File: src/sv/gil_pkg.sv
// Shared widths, register indexes, wrap mode codes and types of the grid index linearizer.
package gil_pkg;

    localparam int IDX_W       = 32;  // one signed index component
    localparam int EXT_W       = 16;  // one dimension extent
    localparam int COMP_W      = IDX_W + 1;  // mapped component, signed
    localparam int OFFSET_W    = 48;  // linear offset port
    localparam int LIMB_W      = 32;  // multiplier slice of the accumulator
    localparam int NUM_EXTENTS = 6;
    localparam int CFG_INDEX_W = 3;
    localparam int CFG_DATA_W  = EXT_W;
    localparam int DIM_CNT_W   = 3;
    localparam int MODE_W      = 2;

    // remainder unit: radix-2 steps per pipeline stage
    localparam int RDX_BITS    = 4;
    localparam int WRAP_STAGES = IDX_W / RDX_BITS;

    localparam int MAX_DIMS_DEF  = 6;
    localparam int ADDR_BITS_DEF = 48;

    // register indexes
    localparam logic [CFG_INDEX_W-1:0] REG_DIM_COUNT = 3'd0;
    localparam logic [CFG_INDEX_W-1:0] REG_WRAP_MODE = 3'd1;
    localparam int                     REG_EXTENT_0  = 2;

    // wrap modes
    localparam logic [MODE_W-1:0] MODE_IDENTITY = 2'd0;
    localparam logic [MODE_W-1:0] MODE_FFT      = 2'd1;
    localparam logic [MODE_W-1:0] MODE_PERIODIC = 2'd2;

    typedef logic        [MODE_W-1:0] mode_t;
    typedef logic        [EXT_W-1:0]  ext_t;
    typedef logic signed [IDX_W-1:0]  idx_t;
    typedef logic signed [COMP_W-1:0] comp_t;

    typedef struct packed {
        mode_t mode;
        ext_t  extent;
    } lane_cfg_t;

endpackage

File: src/sv/gil_wrap_lane.sv
// Wrap mapping of one index component: pipelined remainder plus mode select.
module gil_wrap_lane (
    input  logic               clk,
    input  logic               en,
    input  gil_pkg::lane_cfg_t cfg,
    input  gil_pkg::idx_t      idx,
    output gil_pkg::comp_t     comp
);
    import gil_pkg::*;

    localparam int LAST = WRAP_STAGES - 1;

    idx_t             idx_reg [WRAP_STAGES];
    logic [IDX_W-1:0] mag_reg [WRAP_STAGES];
    ext_t             rem_reg [WRAP_STAGES];
    comp_t            comp_reg;
    comp_t            comp_next;

    idx_t             idx_in   [WRAP_STAGES];
    logic [IDX_W-1:0] mag_in   [WRAP_STAGES];
    ext_t             rem_in   [WRAP_STAGES];
    logic [IDX_W-1:0] mag_next [WRAP_STAGES];
    ext_t             rem_next [WRAP_STAGES];

    // one restoring remainder step
    function automatic ext_t rem_step(input ext_t rem, input logic din, input ext_t e);
        logic [EXT_W:0] t;
        t = {rem, din};
        if (t >= {1'b0, e})
        begin
            t = t - {1'b0, e};
        end
        return t[EXT_W-1:0];
    endfunction

    genvar s;
    generate
        for (s = 0; s < WRAP_STAGES; s++)
        begin : g_stage
            if (s == 0)
            begin : g_first
                always_comb
                begin
                    idx_in[s] = idx;
                    mag_in[s] = idx[IDX_W-1] ? (~idx + 1'b1) : idx;
                    rem_in[s] = '0;
                end
            end
            else
            begin : g_rest
                always_comb
                begin
                    idx_in[s] = idx_reg[s-1];
                    mag_in[s] = mag_reg[s-1];
                    rem_in[s] = rem_reg[s-1];
                end
            end

            always_comb
            begin
                rem_next[s] = rem_in[s];
                mag_next[s] = mag_in[s];
                for (int j = 0; j < RDX_BITS; j++)
                begin
                    rem_next[s] = rem_step(rem_next[s], mag_next[s][IDX_W-1], cfg.extent);
                    mag_next[s] = mag_next[s] << 1;
                end
            end

            always_ff @(posedge clk)
            begin
                if (en)
                begin
                    idx_reg[s] <= idx_in[s];
                    mag_reg[s] <= mag_next[s];
                    rem_reg[s] <= rem_next[s];
                end
            end
        end
    endgenerate

    always_comb
    begin
        case (cfg.mode)
            MODE_FFT:
            begin
                if (idx_reg[LAST][IDX_W-1])
                begin
                    comp_next = COMP_W'(idx_reg[LAST]) + COMP_W'($signed({1'b0, cfg.extent}));
                end
                else
                begin
                    comp_next = COMP_W'(idx_reg[LAST]);
                end
            end
            MODE_PERIODIC:
            begin
                if (cfg.extent == '0)
                begin
                    comp_next = '0;
                end
                else if (idx_reg[LAST][IDX_W-1] && (rem_reg[LAST] != '0))
                begin
                    comp_next = COMP_W'({1'b0, cfg.extent - rem_reg[LAST]});
                end
                else
                begin
                    comp_next = COMP_W'({1'b0, rem_reg[LAST]});
                end
            end
            default:
            begin
                comp_next = COMP_W'(idx_reg[LAST]);
            end
        endcase
    end

    always_ff @(posedge clk)
    begin
        if (en)
        begin
            comp_reg <= comp_next;
        end
    end

    assign comp = comp_reg;

endmodule

File: config.mk
export PLATFORM = sky130hd
export DESIGN_NAME = gil_wrap_lane
export DESIGN_NICKNAME = d
export VERILOG_FILES = /design/src/sv/gil_pkg.sv /design/src/sv/gil_wrap_lane.sv
export SDC_FILE = /design/constraint.sdc
export NUM_CORES = 2
export LEC_CHECK = 0
export BUFFER_PORTS_ARGS = -buffer_cell sky130_fd_sc_hd__buf_2
export CAP_MARGIN = 20
export CORE_UTILIZATION = 55
export DETAILED_ROUTE_END_ITERATION = 10
export GPL_ROUTABILITY_DRIVEN = 0
export PLACE_DENSITY_LB_ADDON = 0.3
export SLEW_MARGIN = 15
export SYNTH_ARGS = -nofsm -noshare
export SYNTH_HDL_FRONTEND = slang
export SYNTH_SLANG_ARGS = --single-unit
export TNS_END_PERCENT = 50
File: constraint.sdc
create_clock -name clk -period 17.14 [get_ports clk]
set_input_delay 0 -clock clk [delete_from_list [all_inputs] [get_ports clk]]
set_output_delay 0 -clock clk [all_outputs]
set_load 0.02 [all_outputs]
==> results.yml <==
logic_synthesis:
  yosys_register_bits: 522
  synthTopCellsByCount: "ha_1, edfxtp_1, a21oi_1, nor2_1, o21ai_0"
  synthAdderAreaFrac: 0.157
  synth_top_family_by_area: "compound AO/OA/AOI/OAI gates"
  synthSimpleGateAreaFrac: 0.139
  synth_area_leaders: "edfxtp_1, ha_1, xnor2_1"
  yosys.area.top_type: "edfxtp_1"
  synth_compound_area_frac: 0.194
  synthCells: 4770
  synthFlopType: "edfxtp_1"
  yosysUniqueCellTypes: 106
  syn-cell-area_um2: 46600
  synth_xor_area_frac: 0.0750
  synth_edf_count: 522
  synth_warnings: 0
  avgSynthCellArea_um2: 9.77
  synthMuxAreaShare: 0.0688
  yosysSeqAreaShare: 0.336
  async_flop_share: 0
  synth_top_area_frac: 0.336
  yosysMostFrequentCell: "ha_1"
  synth_nets: 5387
setup_path:
  slowest_delay_ns: 0.87
  worstPathArrival_ns: 14.91
  critPathCaptureType: "flip-flop"
  path_depth: 47
  cp_max_fo: 19
  cp_slowest_cell: "nor4_2"
  reg2reg_slack_ns: 4.21
  cp_data_required_time_ns: 17.56
  r2r-end: "rem_reg[1][15]$_DFFE_PP_"
  crit_type: "in -> reg"
  path_buf_inv: 6
  crit_end: "rem_reg[0][3]$_DFFE_PP_"
  start_kind: "primary input"
  path_delay_family: "compound AO/OA/AOI/OAI gates"
  timing.rr.start: "rem_reg[0][48]$_DFFE_PP_"
  reg2reg_depth: 44
  startpoint: "idx[9]"
worst_hold_path:
  hold_path.class: "in -> reg"
sta:
  finalCritPeriodShare: 0.846
  rsz0062_at_grt: "no"
  maxSlewViolCount: 0
  skew_ns: 0.0519
  layout_setup_ws_ns: 2.65
  finalHoldViolations: 0
  final-setup-viol-count: 0
  tightest_slew_ns: 1.18
  slew_headroom: 0.214
  min_period_ns: 14.49
  finalSetupTns_ns: 0
  timing.hold.ws_ns: 0.0539
  fmax_mhz: 69.0
detailed_routing:
  drt_first_iter_violations: 3063
  drc_errors: 0
  via_count: 38100
  ant_nets: 0
  postRouteWirelength_mm: 124
  wl_per_cell_um: 20.3
  viasPerCell: 6.24
  dr.pass1.iters: 5
floorplanning:
  rows: 106
  core_um2: 83800
  start_util: 0.556
  die-area_um2: 85900
  die_x_um: 293
  ios: 85
  die_y_um: 293
clock_network:
  clockBufferDepth: 3
  cts_tree: "yes"
  cts-root-buf: "clkbuf_16"
  cts.reportedPaths.clkPinSlew_ns: 0.06
  htreeDepth: 2
  cts_buffers: 58
  clock-sinks: 522
  insertion_delay_ns: 0.67
  postCtsSetupRepairBufs: 0
placed_design:
  portBuffers: 84
  dp_hpwl_mm: 92.2
  pre_cts_slack_ns: 2.23
final_layout:
  antenna_cells: 0
  largest_reg_flops: 256
  layout-drive-gt1-share: 0.110
  fin_nets: 5540
  area_growth_pct: 8.81
run_status:
  outcome: "completed"
global_route:
  grt_usage: 0.284
  antenna_found_initial: 2
  grt_max_degree: 99
  grt_pass1_wl_mm: 194
  grt_pass1_vias: 35600
  grt_overflow_total: 0
flow_run:
  cap_viol_max_count: 0
-- cell type report --
type                       count  area (um2)
clock buffer                  67        1490
sequential                   522       15700
inverter                     260         977
fill                        7117       33100
multi-input combinational   3908       29600
clock inverter                41         393
tap                         1134        1420
timing repair buffer         173        1190
-- cell usage in the layout (no fill, tap or decap), drive strengths merged, types with 34 or more instances in the layout --
cell type,count
a211oi,45
a21o,143
a21oi,361
a31oi,35
and3,44
buf,139
clkbuf,68
clkinv,35
edfxtp,522
ha,532
inv,259
mux2,220
mux2i,64
nand2,297
nand2b,66
nand3,109
nand4,77
nor2,320
nor2b,90
nor3,109
nor4,34
o211ai,37
o21a,76
o21ai,308
o21bai,43
o31ai,43
or3,38
xnor2,267
xor2,132
-- stage by stage --
step	utilization	instance area (um2)	instances
after floorplan	-	46600	4770
after global placement	0.578	48500	5961
after CTS	0.605	50700	6103
after detailed placement	0.578	48500	5962
final	0.605	50700	6105
after global routing	0.605	50700	6105
-- metal layers --
layer | wire length, um | up-vias | GRT usage
li1 | - | 18400 | -
met4 | 5010 | 2 | 0.111
met3 | 7170 | 259 | 0.0316
met5 | 10 | - | 0
met1 | 54800 | 18100 | 0.383
met2 | 56800 | 1242 | 0.466
-- worst register-to-register path: cells and delay by family (launching register included) --
| kind | cells | cell delay (ns) |
|---|---|---|
| buffers and inverters | 3 | 0.30 |
| AOI/OAI and AO/OA | 23 | 7.10 |
| and+or+nand+nor | 13 | 3.29 |
| DFF | 1 | 0.45 |
| adders and majority gates | 4 | 1.24 |
| muxes | 1 | 0.28 |
-- cell families after synthesis --
| family | after synthesis |
|---|---|
| AOI/OAI and AO/OA | 1361 |
| adders and majority gates | 565 |
| DFF | 522 |
| muxes | 284 |
| and+or+nand+nor | 1299 |
| xor gates and xnor gates | 399 |
| buffers and inverters | 340 |
-- worst min-delay path by stage --
stage             from                        to  slack (ns)  cells after the start
3_5_place_dp    idx[1]   idx_reg[0][1]$_DFFE_PP_        0.23                      1
6_report       idx[31]  idx_reg[0][31]$_DFFE_PP_        0.05                      2
4_1_cts        idx[31]  idx_reg[0][31]$_DFFE_PP_        0.02                      2
2_1_floorplan   idx[0]   idx_reg[0][0]$_DFFE_PP_         0.1                      0
5_1_grt        idx[31]  idx_reg[0][31]$_DFFE_PP_        0.04                      2
3_3_place_gp    idx[1]   idx_reg[0][1]$_DFFE_PP_        0.23                      1
-- repair_timing --
item                                   CTS  global route
hold buffers                            33             0
endpoints found under the hold margin  155             0
gates resized for setup                  0             0
Power is not shown: default switching activity piles up to over one toggle a cycle in this logic, so the estimate is an artifact.
